## config.mk

```make
export PLATFORM = sky130hd
export DESIGN_NAME = one_wire_bus_master
export DESIGN_NICKNAME = d
export VERILOG_FILES = /design/src/sv/owb_pkg.sv /design/src/sv/one_wire_bus_master.sv /design/src/sv/owb_regs.sv /design/src/sv/owb_engine.sv
export SDC_FILE = /design/constraint.sdc
export NUM_CORES = 1
export LEC_CHECK = 0
export BUFFER_PORTS_ARGS = -buffer_cell sky130_fd_sc_hd__clkbuf_2
export CAP_MARGIN = 15
export CORE_UTILIZATION = 45
export CTS_BUF_LIST = sky130_fd_sc_hd__clkbuf_4 sky130_fd_sc_hd__clkbuf_8
export CTS_CLUSTER_DIAMETER = 120
export DETAILED_ROUTE_END_ITERATION = 16
export PLACE_DENSITY = 0.76
export SETUP_SLACK_MARGIN = 0.1
export SYNTH_ARGS = -nofsm -noshare
export SYNTH_HDL_FRONTEND = slang
export SYNTH_SLANG_ARGS = --single-unit
```

## constraint.sdc

```tcl
create_clock -name clk -period 8.4 [get_ports clk]
set_input_delay 0 -clock clk [delete_from_list [all_inputs] [get_ports clk]]
set_output_delay 0 -clock clk [all_outputs]
set_load 0.005 [all_outputs]
```

## src/sv/owb_pkg.sv

```systemverilog
// Shared types, constants and the CRC8 step for the 1-Wire bus master.
package owb_pkg;

  localparam int CFG_W = 10;

  localparam logic [CFG_W-1:0] READ_SAMPLE_TICKS = 10'd20;
  localparam logic [CFG_W-1:0] READ_TAIL_TICKS   = 10'd45;

  localparam logic [7:0] CRC_POLY = 8'h8C;

  typedef struct packed {
    logic [CFG_W-1:0] reset_low_ticks;
    logic [CFG_W-1:0] presence_wait_ticks;
    logic [CFG_W-1:0] reset_tail_ticks;
    logic [CFG_W-1:0] write_one_low_ticks;
    logic [CFG_W-1:0] write_one_high_ticks;
    logic [CFG_W-1:0] write_zero_low_ticks;
    logic [CFG_W-1:0] write_zero_high_ticks;
    logic [CFG_W-1:0] read_low_ticks;
  } cfg_t;

  typedef struct packed {
    logic [1:0] kind;
    logic [7:0] data_byte;
    logic       line_level;
    logic       crc_clear;
  } item_t;

  typedef struct packed {
    logic       drive_low;
    logic       busy_res;
    logic       done_res;
    logic       presence;
    logic [7:0] read_byte;
    logic [7:0] crc_value;
    logic       crc_zero;
    logic       rejected;
  } result_t;

  // Dallas/Maxim CRC8, reflected, one byte.
  function automatic logic [7:0] crc8_step(input logic [7:0] crc, input logic [7:0] data);
    logic [7:0] c;
    c = crc ^ data;
    for (int k = 0; k < 8; k++) begin
      if (c[0]) begin
        c = (c >> 1) ^ CRC_POLY;
      end else begin
        c = c >> 1;
      end
    end
    return c;
  endfunction

endpackage

```

## src/sv/one_wire_bus_master.sv

```systemverilog
// Top level of the 1-Wire bus master: input stage, sequencer and result stage.
// Each beat on the input channel is either a one-microsecond tick carrying the
// sampled bus level or a reset, write-byte or read-byte command; each produces
// exactly one result beat. An item passes from the input register to the result
// register through the single state update with its tick compare and byte-wide
// CRC8 step, and a new item is taken every clock unless a stalled output holds
// a result, so throughput is one item per cycle. The input stage only stalls
// while a result is held by a stalled output. Timing registers are to be written
// over the APB port while the bus is idle; the block itself does not enforce this.
module one_wire_bus_master #(
  parameter int COUNTER_WIDTH = 10
) (
  input  logic        clk,
  input  logic        rst,
  input  logic        in_valid,
  output logic        in_stall,
  input  logic [1:0]  kind,
  input  logic [7:0]  data_byte,
  input  logic        line_level,
  input  logic        crc_clear,
  output logic        out_valid,
  input  logic        out_stall,
  output logic        drive_low,
  output logic        busy_res,
  output logic        done_res,
  output logic        presence,
  output logic [7:0]  read_byte,
  output logic [7:0]  crc_value,
  output logic        crc_zero,
  output logic        rejected,
  input  logic        psel,
  input  logic        penable,
  input  logic        pwrite,
  input  logic [4:0]  paddr,
  input  logic [31:0] pwdata,
  output logic [31:0] prdata,
  output logic        pready
);

  owb_pkg::cfg_t    cfg;
  owb_pkg::item_t   in_item;
  logic             in_held;
  owb_pkg::result_t res_comb;
  owb_pkg::result_t res;
  logic             advance;
  logic             take;

  assign advance  = in_held && (!out_valid || !out_stall);
  assign in_stall = in_held && !advance;
  assign take     = in_valid && !in_stall;

  owb_regs u_regs (
    .clk     (clk),
    .rst     (rst),
    .psel    (psel),
    .penable (penable),
    .pwrite  (pwrite),
    .paddr   (paddr),
    .pwdata  (pwdata),
    .prdata  (prdata),
    .pready  (pready),
    .cfg     (cfg)
  );

  owb_engine #(
    .COUNTER_WIDTH (COUNTER_WIDTH)
  ) u_engine (
    .clk    (clk),
    .rst    (rst),
    .fire   (advance),
    .item   (in_item),
    .cfg    (cfg),
    .result (res_comb)
  );

  always_ff @(posedge clk) begin
    if (rst) begin
      in_held <= 1'b0;
    end else if (take) begin
      in_held <= 1'b1;
    end else if (advance) begin
      in_held <= 1'b0;
    end
  end

  always_ff @(posedge clk) begin
    if (take) begin
      in_item.kind       <= kind;
      in_item.data_byte  <= data_byte;
      in_item.line_level <= line_level;
      in_item.crc_clear  <= crc_clear;
    end
  end

  always_ff @(posedge clk) begin
    if (rst) begin
      out_valid <= 1'b0;
    end else if (advance) begin
      out_valid <= 1'b1;
    end else if (!out_stall) begin
      out_valid <= 1'b0;
    end
  end

  always_ff @(posedge clk) begin
    if (advance) begin
      res <= res_comb;
    end
  end

  assign drive_low = res.drive_low;
  assign busy_res  = res.busy_res;
  assign done_res  = res.done_res;
  assign presence  = res.presence;
  assign read_byte = res.read_byte;
  assign crc_value = res.crc_value;
  assign crc_zero  = res.crc_zero;
  assign rejected  = res.rejected;

  // the line is only pulled low inside a running operation
  a_drive_busy: assert property (@(posedge clk) disable iff (rst)
    out_valid && drive_low |-> busy_res && !done_res)
    else $error("drive low outside an operation");

  // a completing beat is never busy and never a rejection
  a_done_clean: assert property (@(posedge clk) disable iff (rst)
    out_valid && done_res |-> !busy_res && !rejected)
    else $error("done beat flagged busy or rejected");

  // crc flag follows the crc value
  a_crc_flag: assert property (@(posedge clk) disable iff (rst)
    out_valid |-> crc_zero == (crc_value == 8'h00))
    else $error("crc flag mismatch");

endmodule

```

## src/sv/owb_regs.sv

```systemverilog
// APB timing register file of the 1-Wire bus master.
module owb_regs (
  input  logic                clk,
  input  logic                rst,
  input  logic                psel,
  input  logic                penable,
  input  logic                pwrite,
  input  logic [4:0]          paddr,
  input  logic [31:0]         pwdata,
  output logic [31:0]         prdata,
  output logic                pready,
  output owb_pkg::cfg_t       cfg
);

  localparam logic [2:0] REG_RESET_LOW    = 3'd0;
  localparam logic [2:0] REG_PRESENCE     = 3'd1;
  localparam logic [2:0] REG_RESET_TAIL   = 3'd2;
  localparam logic [2:0] REG_WR1_LOW      = 3'd3;
  localparam logic [2:0] REG_WR1_HIGH     = 3'd4;
  localparam logic [2:0] REG_WR0_LOW      = 3'd5;
  localparam logic [2:0] REG_WR0_HIGH     = 3'd6;
  localparam logic [2:0] REG_READ_LOW     = 3'd7;

  logic [2:0]                  index;
  logic                        wr_en;
  logic [owb_pkg::CFG_W-1:0]   wdata;
  logic [owb_pkg::CFG_W-1:0]   rdata;

  assign pready = 1'b1;
  assign index  = paddr[4:2];
  assign wr_en  = psel && penable && pwrite;
  assign wdata  = pwdata[owb_pkg::CFG_W-1:0];

  always_ff @(posedge clk) begin
    if (rst) begin
      cfg.reset_low_ticks       <= 10'd480;
      cfg.presence_wait_ticks   <= 10'd65;
      cfg.reset_tail_ticks      <= 10'd405;
      cfg.write_one_low_ticks   <= 10'd1;
      cfg.write_one_high_ticks  <= 10'd60;
      cfg.write_zero_low_ticks  <= 10'd60;
      cfg.write_zero_high_ticks <= 10'd10;
      cfg.read_low_ticks        <= 10'd2;
    end else if (wr_en) begin
      unique case (index)
        REG_RESET_LOW:  cfg.reset_low_ticks       <= wdata;
        REG_PRESENCE:   cfg.presence_wait_ticks   <= wdata;
        REG_RESET_TAIL: cfg.reset_tail_ticks      <= wdata;
        REG_WR1_LOW:    cfg.write_one_low_ticks   <= wdata;
        REG_WR1_HIGH:   cfg.write_one_high_ticks  <= wdata;
        REG_WR0_LOW:    cfg.write_zero_low_ticks  <= wdata;
        REG_WR0_HIGH:   cfg.write_zero_high_ticks <= wdata;
        REG_READ_LOW:   cfg.read_low_ticks        <= wdata;
        default: ;
      endcase
    end
  end

  always_comb begin
    unique case (index)
      REG_RESET_LOW:  rdata = cfg.reset_low_ticks;
      REG_PRESENCE:   rdata = cfg.presence_wait_ticks;
      REG_RESET_TAIL: rdata = cfg.reset_tail_ticks;
      REG_WR1_LOW:    rdata = cfg.write_one_low_ticks;
      REG_WR1_HIGH:   rdata = cfg.write_one_high_ticks;
      REG_WR0_LOW:    rdata = cfg.write_zero_low_ticks;
      REG_WR0_HIGH:   rdata = cfg.write_zero_high_ticks;
      REG_READ_LOW:   rdata = cfg.read_low_ticks;
      default:        rdata = '0;
    endcase
  end

  assign prdata = 32'(rdata);

endmodule

```

## src/sv/owb_engine.sv

```systemverilog
// Bus sequencing state, tick counter, shifter and CRC of the 1-Wire bus master.
module owb_engine #(
  parameter int COUNTER_WIDTH = 10
) (
  input  logic              clk,
  input  logic              rst,
  input  logic              fire,
  input  owb_pkg::item_t    item,
  input  owb_pkg::cfg_t     cfg,
  output owb_pkg::result_t  result
);

  localparam int CMP_W = (COUNTER_WIDTH > owb_pkg::CFG_W) ? COUNTER_WIDTH : owb_pkg::CFG_W;
  localparam logic [CMP_W-1:0]         CNT_MAX   = CMP_W'((1 << COUNTER_WIDTH) - 1);
  localparam logic [COUNTER_WIDTH-1:0] CNT_MAX_C = '1;

  localparam logic [2:0] PH_IDLE      = 3'd0;
  localparam logic [2:0] PH_RST_LOW   = 3'd1;
  localparam logic [2:0] PH_RST_WAIT  = 3'd2;
  localparam logic [2:0] PH_RST_TAIL  = 3'd3;
  localparam logic [2:0] PH_SLOT_LOW  = 3'd4;
  localparam logic [2:0] PH_SLOT_HIGH = 3'd5;
  localparam logic [2:0] PH_READ_TAIL = 3'd6;

  localparam logic [1:0] OP_TICK  = 2'd0;
  localparam logic [1:0] OP_RESET = 2'd1;
  localparam logic [1:0] OP_WRITE = 2'd2;
  localparam logic [1:0] OP_READ  = 2'd3;

  logic [2:0]               phase, phase_next;
  logic [1:0]               operation, operation_next;
  logic [COUNTER_WIDTH-1:0] tick_count, tick_count_next;
  logic [2:0]               bit_index, bit_index_next;
  logic [7:0]               shift_byte, shift_byte_next;
  logic [7:0]               crc_accum, crc_accum_next;
  logic                     presence_flag, presence_flag_next;
  logic [7:0]               last_read, last_read_next;

  logic [owb_pkg::CFG_W-1:0] raw_len;
  logic [CMP_W-1:0]          len;
  logic [COUNTER_WIDTH-1:0]  tick_inc;
  logic                      done, rej;

  function automatic logic [CMP_W-1:0] clip_len(input logic [owb_pkg::CFG_W-1:0] d);
    logic [CMP_W-1:0] w;
    w = CMP_W'(d);
    if (w == '0) begin
      w = CMP_W'(1);
    end
    if (w > CNT_MAX) begin
      w = CNT_MAX;
    end
    return w;
  endfunction

  always_comb begin
    unique case (phase)
      PH_RST_LOW:   raw_len = cfg.reset_low_ticks;
      PH_RST_WAIT:  raw_len = cfg.presence_wait_ticks;
      PH_RST_TAIL:  raw_len = cfg.reset_tail_ticks;
      PH_SLOT_LOW: begin
        if (operation == OP_READ) begin
          raw_len = cfg.read_low_ticks;
        end else begin
          raw_len = shift_byte[0] ? cfg.write_one_low_ticks : cfg.write_zero_low_ticks;
        end
      end
      PH_SLOT_HIGH: begin
        if (operation == OP_READ) begin
          raw_len = owb_pkg::READ_SAMPLE_TICKS;
        end else begin
          raw_len = shift_byte[0] ? cfg.write_one_high_ticks : cfg.write_zero_high_ticks;
        end
      end
      default:      raw_len = owb_pkg::READ_TAIL_TICKS;
    endcase
  end

  assign len      = clip_len(raw_len);
  assign tick_inc = (tick_count != CNT_MAX_C) ? tick_count + 1'b1 : tick_count;

  always_comb begin
    phase_next         = phase;
    operation_next     = operation;
    tick_count_next    = tick_count;
    bit_index_next     = bit_index;
    shift_byte_next    = shift_byte;
    crc_accum_next     = crc_accum;
    presence_flag_next = presence_flag;
    last_read_next     = last_read;
    done               = 1'b0;
    rej                = 1'b0;

    if (item.kind != OP_TICK) begin
      if (phase != PH_IDLE) begin
        rej = 1'b1;
      end else begin
        if (item.crc_clear) begin
          crc_accum_next = '0;
        end
        operation_next  = item.kind;
        tick_count_next = '0;
        bit_index_next  = '0;
        if (item.kind == OP_RESET) begin
          phase_next = PH_RST_LOW;
        end else begin
          shift_byte_next = (item.kind == OP_WRITE) ? item.data_byte : 8'h00;
          phase_next      = PH_SLOT_LOW;
        end
      end
    end else if (phase != PH_IDLE) begin
      tick_count_next = tick_inc;
      if (CMP_W'(tick_inc) >= len) begin
        tick_count_next = '0;
        unique case (phase) inside
          PH_RST_LOW:  phase_next = PH_RST_WAIT;
          PH_RST_WAIT: begin
            presence_flag_next = !item.line_level;
            phase_next         = PH_RST_TAIL;
          end
          PH_RST_TAIL: begin
            phase_next     = PH_IDLE;
            operation_next = OP_TICK;
            done           = 1'b1;
          end
          PH_SLOT_LOW: phase_next = PH_SLOT_HIGH;
          PH_SLOT_HIGH, PH_READ_TAIL: begin
            if (phase == PH_SLOT_HIGH && operation == OP_READ) begin
              if (item.line_level) begin
                shift_byte_next[bit_index] = 1'b1;
              end
              phase_next = PH_READ_TAIL;
            end else begin
              if (phase == PH_SLOT_HIGH) begin
                shift_byte_next = shift_byte >> 1;
              end
              if (bit_index == 3'd7) begin
                if (operation == OP_READ) begin
                  last_read_next = shift_byte;
                  crc_accum_next = owb_pkg::crc8_step(crc_accum, shift_byte);
                end
                phase_next     = PH_IDLE;
                operation_next = OP_TICK;
                bit_index_next = '0;
                done           = 1'b1;
              end else begin
                bit_index_next = bit_index + 1'b1;
                phase_next     = PH_SLOT_LOW;
              end
            end
          end
          default: phase_next = PH_IDLE;
        endcase
      end
    end
  end

  always_ff @(posedge clk) begin
    if (rst) begin
      phase         <= PH_IDLE;
      operation     <= OP_TICK;
      tick_count    <= '0;
      bit_index     <= '0;
      shift_byte    <= '0;
      crc_accum     <= '0;
      presence_flag <= 1'b0;
      last_read     <= '0;
    end else if (fire) begin
      phase         <= phase_next;
      operation     <= operation_next;
      tick_count    <= tick_count_next;
      bit_index     <= bit_index_next;
      shift_byte    <= shift_byte_next;
      crc_accum     <= crc_accum_next;
      presence_flag <= presence_flag_next;
      last_read     <= last_read_next;
    end
  end

  assign result.drive_low = (phase_next == PH_RST_LOW) || (phase_next == PH_SLOT_LOW);
  assign result.busy_res  = (phase_next != PH_IDLE);
  assign result.done_res  = done;
  assign result.presence  = presence_flag_next;
  assign result.read_byte = last_read_next;
  assign result.crc_value = crc_accum_next;
  assign result.crc_zero  = (crc_accum_next == 8'h00);
  assign result.rejected  = rej;

  // idle leaves no counter or bit position behind
  a_idle_clean: assert property (@(posedge clk) disable iff (rst)
    phase == PH_IDLE |-> tick_count == '0 && bit_index == '0)
    else $error("idle with live counters");

  // a rejected command leaves the sequence untouched
  a_reject_hold: assert property (@(posedge clk) disable iff (rst)
    fire && rej |=> $stable(phase) && $stable(crc_accum) && $stable(shift_byte))
    else $error("rejected command changed state");

  // a finished operation returns to idle
  a_done_idle: assert property (@(posedge clk) disable iff (rst)
    fire && done |=> phase == PH_IDLE && operation == OP_TICK)
    else $error("done without returning to idle");

endmodule

```

# After elaboration in Yosys (flattened, before gate mapping)
# Cells that the tools add are included.
# word_totals
register_bits,159
in_bits,56
output_inout_bits,57
wordCells,247
# op_classes
add_sub_neg,2
magnitude_cmp,4
eq_ne,27
muxes,132
bitwise_logic,12
reduce_logical,40
# ops
op,n
two-way mux 8 bit,83
two-way mux 10 bit,11
case mux 10 bit (8 select lines),1
case mux 10 bit (5 select lines),1
two-way mux 3 bit,14
"== test 3 bit, second input constant",9
NOT 2 -> 3 bit,8
AND reduction 2 bit,8
"== test 3 x 2 -> 1 bit, second input constant",4
two-way mux 1 bit,12
two-way mux 2 bit,6
case mux 3 bit (4 select lines),1
nonzero test 3 bit,4
"adder 10 x 1 -> 10 bit, second input constant",1
>= comparator 10 bit,1
"greater-than comparator 10 bit, second input constant",1
zero test 10 bit,1
"!= test 10 bit, second input constant",1
nonzero test 2 bit,5
"== test 3 x 1 -> 1 bit, second input constant",3
zero test 8 bit,1
bitwise OR 8 bit,1
AND reduction 8 bit,1
bitwise XOR 8 bit,1
other kinds (22),38

# Logic depth before layout (Yosys ltp)
# Gate-level depths: netlist of the first run.
# logic_depth
word_depth,75
depth_mapped,19
depth_no_buf,15

# Cells and area by module
# Synthesis of the first run repeated with hierarchy kept, for this count alone.
# unflattened
hier_cells,1052
hier_area_um2,8881.0
# modules_own_cells
mod,instances,cells_each,area_per_inst_um2,seq_area_each_um2
owb_regs,1,491,3950.0,1601.5
owb_engine,1,517,3823.7,860.8
one_wire_bus_master,1,44,1107.3,1061.0

# Worst setup path after synthesis of the first run
# Ideal clock, no wire load.
# synth_timing
kind,register to register
start,register u_engine.phase[1]
end,"register res (netlist bit drive_low), data pin"
setup_ns,0.255
arrival_time_ns,3.372
required_ns,8.145
path_slack_ns,4.774
path_stages_with_launch,18
path_buffers,4
synth_period_minus_slack_ns,3.626
path_cell_list,dfxtp_1 buf_2 buf_2 clkbuf_1 mux2_2 a22oi_1 o221ai_1 a21oi_1 o31ai_1 ha_1 nand2b_1 a211oi_2 or3_1 clkbuf_1 nand2_1 a221oi_2 xnor2_1 and2_1
# synth_lines
element,line_no,rtl
"start, declared",owb_engine.sv:30,"logic [2:0] phase, phase_next;"
"start signal, assigned",owb_engine.sv:169,phase <= phase_next;
"end signal, assigned",one_wire_bus_master.sv:107,res <= res_comb;
"end, declared",one_wire_bus_master.sv:44,owb_pkg::result_t res;

==> results of run 1 <==
==> cell families (layout without fill, tap and decap cells) <==
logic type | count (synthesis) | count (layout) | share of synthesized area
xor+xnor | 30 | 30 | 0.03278
compound gates | 171 | 171 | 0.1340
buf+inv | 107 | 152 | 0.06096
fa+ha+maj | 14 | 14 | 0.02013
other cells | 2 | 23 | 0.0008630
simple gates | 319 | 319 | 0.1633
flops | 159 | 159 | 0.4049
mux | 147 | 147 | 0.1830
==> registers in the layout, summed over array words and instances (netlist names), 2 cells and up <==
register / count
crc_value: 8
in_item: 12
read_byte: 8
u_engine.bit_index: 3
u_engine.crc_accum: 8
u_engine.last_read: 8
u_engine.operation: 2
u_engine.phase: 3
u_engine.shift_byte: 8
u_engine.tick_count: 10
u_regs.cfg: 80
==> final cells by class <==
class | count | share of cell area
multi-input cells | 704 | 0.4850
clock buffers | 18 | 0.02470
repair buffers | 101 | 0.06782
well taps | 260 | 0.03327
flip-flops and latches | 159 | 0.3603
clock inverters | 14 | 0.02111
inverters | 19 | 0.007806
==> worst min-delay path, delay by kind of cell <==
kind / cells / cell delay (ns)
muxes: 1 / 0.13
buffers and inverters: 1 / 0.09
and+or+nand+nor: 3 / 0.39
==> metal layers <==
layer  vias to the layer above  global-route usage  part of all wire
met3                        54             0.04450             0.062
met2                       260              0.3768              0.48
met5                         -                   0                 0
met1                      3387              0.2803              0.43
li1                       3427                   -                 -
met4                         0             0.09840             0.030
==> layout by cell type (no fill, tap or decap), types with 4 or more instances in the layout <==
cell,count
sky130_fd_sc_hd__a22oi_1,15
sky130_fd_sc_hd__o21a_1,6
sky130_fd_sc_hd__clkbuf_8,17
sky130_fd_sc_hd__o21ai_0,35
sky130_fd_sc_hd__and3_1,5
sky130_fd_sc_hd__mux4_2,7
sky130_fd_sc_hd__nand2b_1,6
sky130_fd_sc_hd__dfxtp_1,125
sky130_fd_sc_hd__ha_1,14
sky130_fd_sc_hd__a31oi_1,7
sky130_fd_sc_hd__nand4_1,4
sky130_fd_sc_hd__nor3_1,6
sky130_fd_sc_hd__nor2_2,4
sky130_fd_sc_hd__dlygate4sd3_1,27
sky130_fd_sc_hd__nand2_1,110
sky130_fd_sc_hd__nor2_1,122
sky130_fd_sc_hd__nor2b_1,5
sky130_fd_sc_hd__o22ai_1,9
sky130_fd_sc_hd__a21oi_1,39
sky130_fd_sc_hd__conb_1,23
sky130_fd_sc_hd__or2_2,4
sky130_fd_sc_hd__a211oi_1,9
sky130_fd_sc_hd__o211ai_1,4
sky130_fd_sc_hd__mux2_2,23
sky130_fd_sc_hd__a221oi_1,6
sky130_fd_sc_hd__nor3_2,6
sky130_fd_sc_hd__mux2i_1,116
sky130_fd_sc_hd__xnor2_1,22
sky130_fd_sc_hd__clkinv_4,4
sky130_fd_sc_hd__bufinv_16,4
sky130_fd_sc_hd__a21o_1,5
sky130_fd_sc_hd__xor2_1,5
sky130_fd_sc_hd__buf_4,9
sky130_fd_sc_hd__edfxtp_1,34
sky130_fd_sc_hd__inv_1,15
sky130_fd_sc_hd__nand3_1,22
sky130_fd_sc_hd__and2_1,8
sky130_fd_sc_hd__clkbuf_2,64
sky130_fd_sc_hd__a311oi_1,4
==> stage by stage <==
step	cells	hold WS, ns	cell area, sq um	total power, uW
2_1_floorplan	970	0.09887	8781	963.7
3_3_place_gp	1216	0.1810	9060	1003
3_5_place_dp	1216	0.1793	9060	1007
4_1_cts	1275	0.1257	9778	1646
5_1_grt	1275	0.1929	9778	1698
6_report	1275	0.1450	9778	1639
==> what timing repair did <==
action	in CTS	in global routing
hold buffers	27	0
gates resized for setup	0	0
hold endpoints to repair	99	0
==> final timing paths <==
check             cells past startpoint  slack, ns               endpoint
setup / recovery                     14       3.54  u_engine.last_read[6]
hold / removal                        5       0.15         u_regs.cfg[50]
setup reg to reg                     14       3.54  u_engine.last_read[6]
hold reg to reg                       2       0.48         u_regs.cfg[37]
==> report_power, final <==
part | leakage (uW) | switching (uW) | internal [uW]
sequential | 0.00134 | 14.9 | 798
combinational | 0.00207 | 113 | 76.4
clock | 0.000216 | 305 | 332
==> impl_summary.txt, run 1 <==
----------------------------------------------------
[Worst setup path]
  Setup crit start kind ... flop
  Kind of critical path ... reg2reg
  Capturing element type of the critical path ... flop
  Stage delay of the slowest cell on the critical path ... 1.01 ns
  Maximum fanout count along the critical path ... 27
  Critical Path AT ... 5.20 ns
  Worst Path Buf+Inv ... 0
  Chain of cells forming the critical path ... and2b_1, a22oi_1, o221ai_1, a21oi_1, nand4_1, o31ai_1, ha_1, nand2b_1, a211oi_2, nor3_2, o21ai_4, mux2_2, mux2i_1, nor2_1
  Highest-delay cell along the critical path ... sky130_fd_sc_hd__dfxtp_1
  R2R Path Start ... u_engine.phase[0]
  Cell type group with the largest total delay on the critical path ... compound AO/OA/AOI/OAI gates
  Critical path launch point ... u_engine.phase[0]
  Data required time at the worst endpoint ... roughly 8.7 ns

[Synth]
  Largest area contributor in the synthesized netlist ... sky130_fd_sc_hd__dfxtp_1
  Count leader, synth ... sky130_fd_sc_hd__dfxtp_1
  Sequential element share of the synthesized area ... 0.4049
  Main synth FF type ... sky130_fd_sc_hd__dfxtp_1
  EDFF count, synth ... 34
  Area fraction of the dominant cell type after synthesis ... 0.2876
  YS warnings ... 0
  Area contributors post-synth ... sky130_fd_sc_hd__dfxtp_1 (29%), sky130_fd_sc_hd__mux2i_1 (13%), sky130_fd_sc_hd__edfxtp_1 (12%)
  Total standard cell area after synthesis ... between 8000 and 9000 sq um
  Ys async rst share ... 0
  Number of synthesized register bits ... 159
  Leading post-synthesis cells by instance count ... sky130_fd_sc_hd__dfxtp_1 (125), sky130_fd_sc_hd__nor2_1 (122), sky130_fd_sc_hd__mux2i_1 (116)
  Syn_area_per_cell ... a little over 9 sq um
  Cell count after synthesis ... 949
  Number of library cell types mapped by synthesis ... 77

[Timing]
  Fin worst setup slack ... 3.536 ns
  F_max ... around 210 MHz
  Ratio of final minimum period to clock period ... 0.5790
  Post-layout minimum cycle time ... 4.864 ns
  Final-report hold violation count ... 0
  Setup repair after global routing missed its margin ... no
  Sum of negative setup slack ... 0 ns
  Max-Slew Margin vs Limit ... 0.2692
  Slew Limit Fails ... 0
  Worst clock skew ... 0.01735 ns
  Worst Max-Slew Pin Slew ... 1.094 ns
  Final number of setup-violating endpoints ... 0

[CTS]
  Clock transition at the registers of the reported paths ... approximately 0.090 ns
  Number of buffers created by CTS ... 17
  Depth of the CTS H-tree ... 4
  Total clock sinks ... between 150 and 200
  Post-CTS Setup Inserts ... 0
  Clock latency of the later-clocked register in the worst-skew pair ... 0.48 ns
  CTS tree ... built
  Largest buffer count on any clock path ... 2
  Clock Tree Root ... sky130_fd_sc_hd__clkbuf_8

[Power]
  Worst IR drop on VDD ... 0.09630 mV
  Pwr Density ... 167.7 nW/um^2
  P_leak ... ~0.0036 uW

[Route]
  Residual antenna-violating net count after detailed routing ... 0
  Via count of the routed design ... around 7100
  DR vias/cell ... 5.591
  First-pass detailed-route iteration total ... 5
  Aggregate routed wire length ... 21.45 mm
  DRC ... 0
  Mean routed wirelength per cell ... ~17 um
  Drt initial violations ... 568

[GRT]
  Via count of the first global-routing pass ... 6924
  Total global routing overflow ... 0
  Global-route wire length before repair ... around 35 mm
  Antenna violations before repair ... 0
  Pin count of the biggest net entering global routing ... 71
  GRT Resource Usage Total ... 0.2249

[Finish]
  Area taken by multi-input logic gates ... 4742 sq um
  Layout cells sized above 1 ... 0.1675
  Area added between synthesis and finish ... 12.37%
  Antenna fix cells ... 0
  Post-layout utilization of the core ... 0.5193
  Count of fill cells added during filler insertion ... 1710
  Number of nets in the finished design ... roughly 1100
  Sequential cell area ... 3523 sq um

[Placed design]
  Dpl ws ... 3.702 ns
  Dpl hpwl ... 14.05 mm
  Weighted congestion reported at the end of routability-driven placement ... 0.8291
  Count of port buffers added during placement ... 65

[Die]
  Top-level I/O count ... 113
  Placeable Area ... 18830 sq um
  Die ar. ... 19900 sq um
  Chip height ... 141.1 um
  Initial Utilization ... 0.4621
  Floorplan die width ... 141.1 um
  Number of core rows ... 50

[Hold path]
  Type of the worst min-delay path ... in2reg
  Hold wc startpoint ... penable

[Flow run]
  Maximum capacitance violations ... 0

[Status]
  Outcome ... completed

----------------------------------------------------
Note: power is estimated with default switching activity, not from simulation.
==> run 2: changes to the inputs <==
==> constraint.sdc (replaced) <==
create_clock -name clk -period 4.5 [get_ports clk]
set_input_delay 0 -clock clk [delete_from_list [all_inputs] [get_ports clk]]
set_output_delay 0 -clock clk [all_outputs]
set_load 0.005 [all_outputs]
==> run 2 against run 1 <==
Sequential share of layout area down 0.15 points. Sequential power rose by 86%. Count of clock-buffer cells in the layout unchanged. Largest power group unchanged. Utilization rose by 0.22 points. Die area unchanged. Combinational power rose by 87%. Maximum frequency rose by 20%. Register-to-register slack worse by 3.1 ns. Critical endpoint is now crc_zero. Via count fell by 0.13%. Final cell count rose by 0.39%. First-iteration DRC count down 17%.
==> impl_summary.txt, run 2 (synthesis results as in run 1) <==
----------------------------------------------------
[Status]
  Outcome ... completed

[Timing]
  Fin worst setup slack ... 0.4495 ns
  Final-report hold violation count ... 0
  Max-Slew Margin vs Limit ... 0.2867
  Worst Max-Slew Pin Slew ... around 1.1 ns
  Sum of negative setup slack ... 0 ns
  Post-layout minimum cycle time ... 4.051 ns
  Final number of setup-violating endpoints ... 0
  Ratio of final minimum period to clock period ... 0.9001
  Worst clock skew ... 0.01678 ns
  F_max ... 246.9 MHz
  Setup repair after global routing missed its margin ... no
  Slew Limit Fails ... 0

[CTS]
  CTS tree ... built
  Clock latency of the later-clocked register in the worst-skew pair ... 0.47 ns
  Clock Tree Root ... sky130_fd_sc_hd__clkbuf_8
  Post-CTS Setup Inserts ... 0
  Total clock sinks ... 159
  Clock transition at the registers of the reported paths ... ~0.090 ns
  Largest buffer count on any clock path ... 2
  Number of buffers created by CTS ... 17
  Depth of the CTS H-tree ... 4

[Route]
  Aggregate routed wire length ... 21.37 mm
  Drt initial violations ... about 470
  Via count of the routed design ... 7119
  Mean routed wirelength per cell ... 16.69 um
  DRC ... 0
  DR vias/cell ... 5.562
  First-pass detailed-route iteration total ... 6
  Residual antenna-violating net count after detailed routing ... 0

[Die]
  Placeable Area ... 18830 sq um
  Chip height ... 141.1 um
  Floorplan die width ... between 100 and 150 um
  Initial Utilization ... 0.4621
  Die ar. ... 19900 sq um
  Number of core rows ... 50
  Top-level I/O count ... 113

[Placed design]
  Dpl hpwl ... 14.14 mm
  Dpl ws ... 0.4866 ns
  Placed insts ... 1223
  Count of port buffers added during placement ... 65
  Weighted congestion reported at the end of routability-driven placement ... 0.8280

[Finish]
  Register containing the most flip-flops in the final layout ... u_regs.cfg
  Largest regs ... u_regs.cfg: 80 flops, in_item: 12 flops, u_engine.tick_count: 10 flops
  Post-route non-filler standard cell count ... between 1000 and 1500
  Antenna fix cells ... 0
  Most used cells in the layout excluding fill and tap cells ... sky130_fd_sc_hd__dfxtp_1 (125), sky130_fd_sc_hd__nor2_1 (122), sky130_fd_sc_hd__mux2i_1 (116)
  Post-layout utilization of the core ... 0.5215
  Area added between synthesis and finish ... 12.84%
  Sequential cell area ... 3523 sq um
  Count of fill cells added during filler insertion ... 1702
  Max reg flops ... 80
  Most common cell after layout, fill and taps aside ... sky130_fd_sc_hd__dfxtp_1
  Layout cells sized above 1 ... 0.1735
  Area taken by multi-input logic gates ... 4742 sq um
  Number of nets in the finished design ... 1077

[Power]
  P_leak ... 0.003661 uW
  Final Total Pwr ... 3066 uW
  Pwr Density ... 312.2 nW/um^2
  Worst IR drop on VDD ... between 0.15 and 0.2 mV

[Worst setup path]
  Crit path to ... crc_zero
  Internal reg-to-reg setup slack ... between 0.4 and 0.5 ns
  Cell depth of the worst flop-to-flop path ... 15
  Critical Path AT ... 4.26 ns
  Critical path launch point ... u_engine.phase[0]
  R2R Path Start ... u_engine.phase[0]
  Maximum fanout count along the critical path ... 16
  Kind of critical path ... reg2reg
  Stage delay of the slowest cell on the critical path ... 0.55 ns
  Data required time at the worst endpoint ... 4.71 ns
  Capturing element type of the critical path ... flop
  Setup crit start kind ... flop
  Worst flop-to-flop path endpoint ... crc_zero
  Chain of cells forming the critical path ... and2b_1, a22oi_1, o221ai_1, a21oi_1, nand4_1, o31ai_1, ha_1, nand2b_1, a211oi_2, nor3_2, o21ai_4, buf_4, o211ai_2, o31ai_2, nor4_2
  Highest-delay cell along the critical path ... sky130_fd_sc_hd__dfxtp_1

[GRT]
  Via count of the first global-routing pass ... roughly 6700
  Pin count of the biggest net entering global routing ... 63
  Global-route wire length before repair ... 34.40 mm
  GRT Resource Usage Total ... 0.2202
  Antenna violations before repair ... 0
  Total global routing overflow ... 0

[Flow run]
  Maximum capacitance violations ... 0

[Hold path]
  Type of the worst min-delay path ... in2reg

----------------------------------------------------
run 2: area by class of cell:
cell class	instances	share of cell area
clock buffers	18	0.02459
clock inverters	14	0.02064
inverters	19	0.007773
multi-input cells	704	0.4829
flip-flops and latches	159	0.3588
well taps	260	0.03313
repair buffers	106	0.07212
run 2: worst min path at each step:
| stage | from | end | slack, ns | depth (start not counted) |
|---|---|---|---|---|
| floorplan | crc_clear | in_item[0] | 0.1 | 0 |
| global placement | data_byte[3] | in_item[5] | 0.18 | 1 |
| detailed placement | data_byte[3] | in_item[5] | 0.18 | 1 |
| CTS | rst | u_engine.last_read[1] | 0.08 | 2 |
| global route | rst | u_engine.last_read[1] | 0.1 | 2 |
| finish | rst | u_engine.last_read[6] | 0.10 | 2 |
run 2: stage by stage:
step,hold WS [ns],area [sq um]
2_1_floorplan,0.09887,8781
3_3_place_gp,0.1805,9125
3_5_place_dp,0.1794,9125
4_1_cts,0.07743,9819
5_1_grt,0.09860,9819
6_report,0.1045,9819
run 2: critical path, delay by kind of cell (launching register included):
family	cells	cell delay, ns
flops	1	0.55
buf+inv	1	0.22
fa+ha+maj	1	0.27
simple gates	5	0.92
compound gates	8	1.85
run 2: layer usage:
layer / GRT usage / up-vias / wire length, um / share of wire
li1: - / 3431 / - / -
met1: 0.2794 / 3356 / 9269 / 0.43
met2: 0.3653 / 283 / 10110 / 0.47
met3: 0.03940 / 49 / 1369 / 0.064
met4: 0.09840 / 0 / 620 / 0.029
met5: 0 / - / 0 / 0
run 2: what timing repair did:
action                                  in CTS  in global routing
endpoints found under the hold margin       94                  0
hold buffers                                25                  0
endpoints found under the setup margin       0                  0
gates resized for setup                      0                  0
run 2: power by group:
group / total, uW / switching [uW] / internal [uW]
Sequential: 1510 / 25.1 / 1490
Clock: 1200 / 572 / 623
Combinational: 356 / 212 / 144
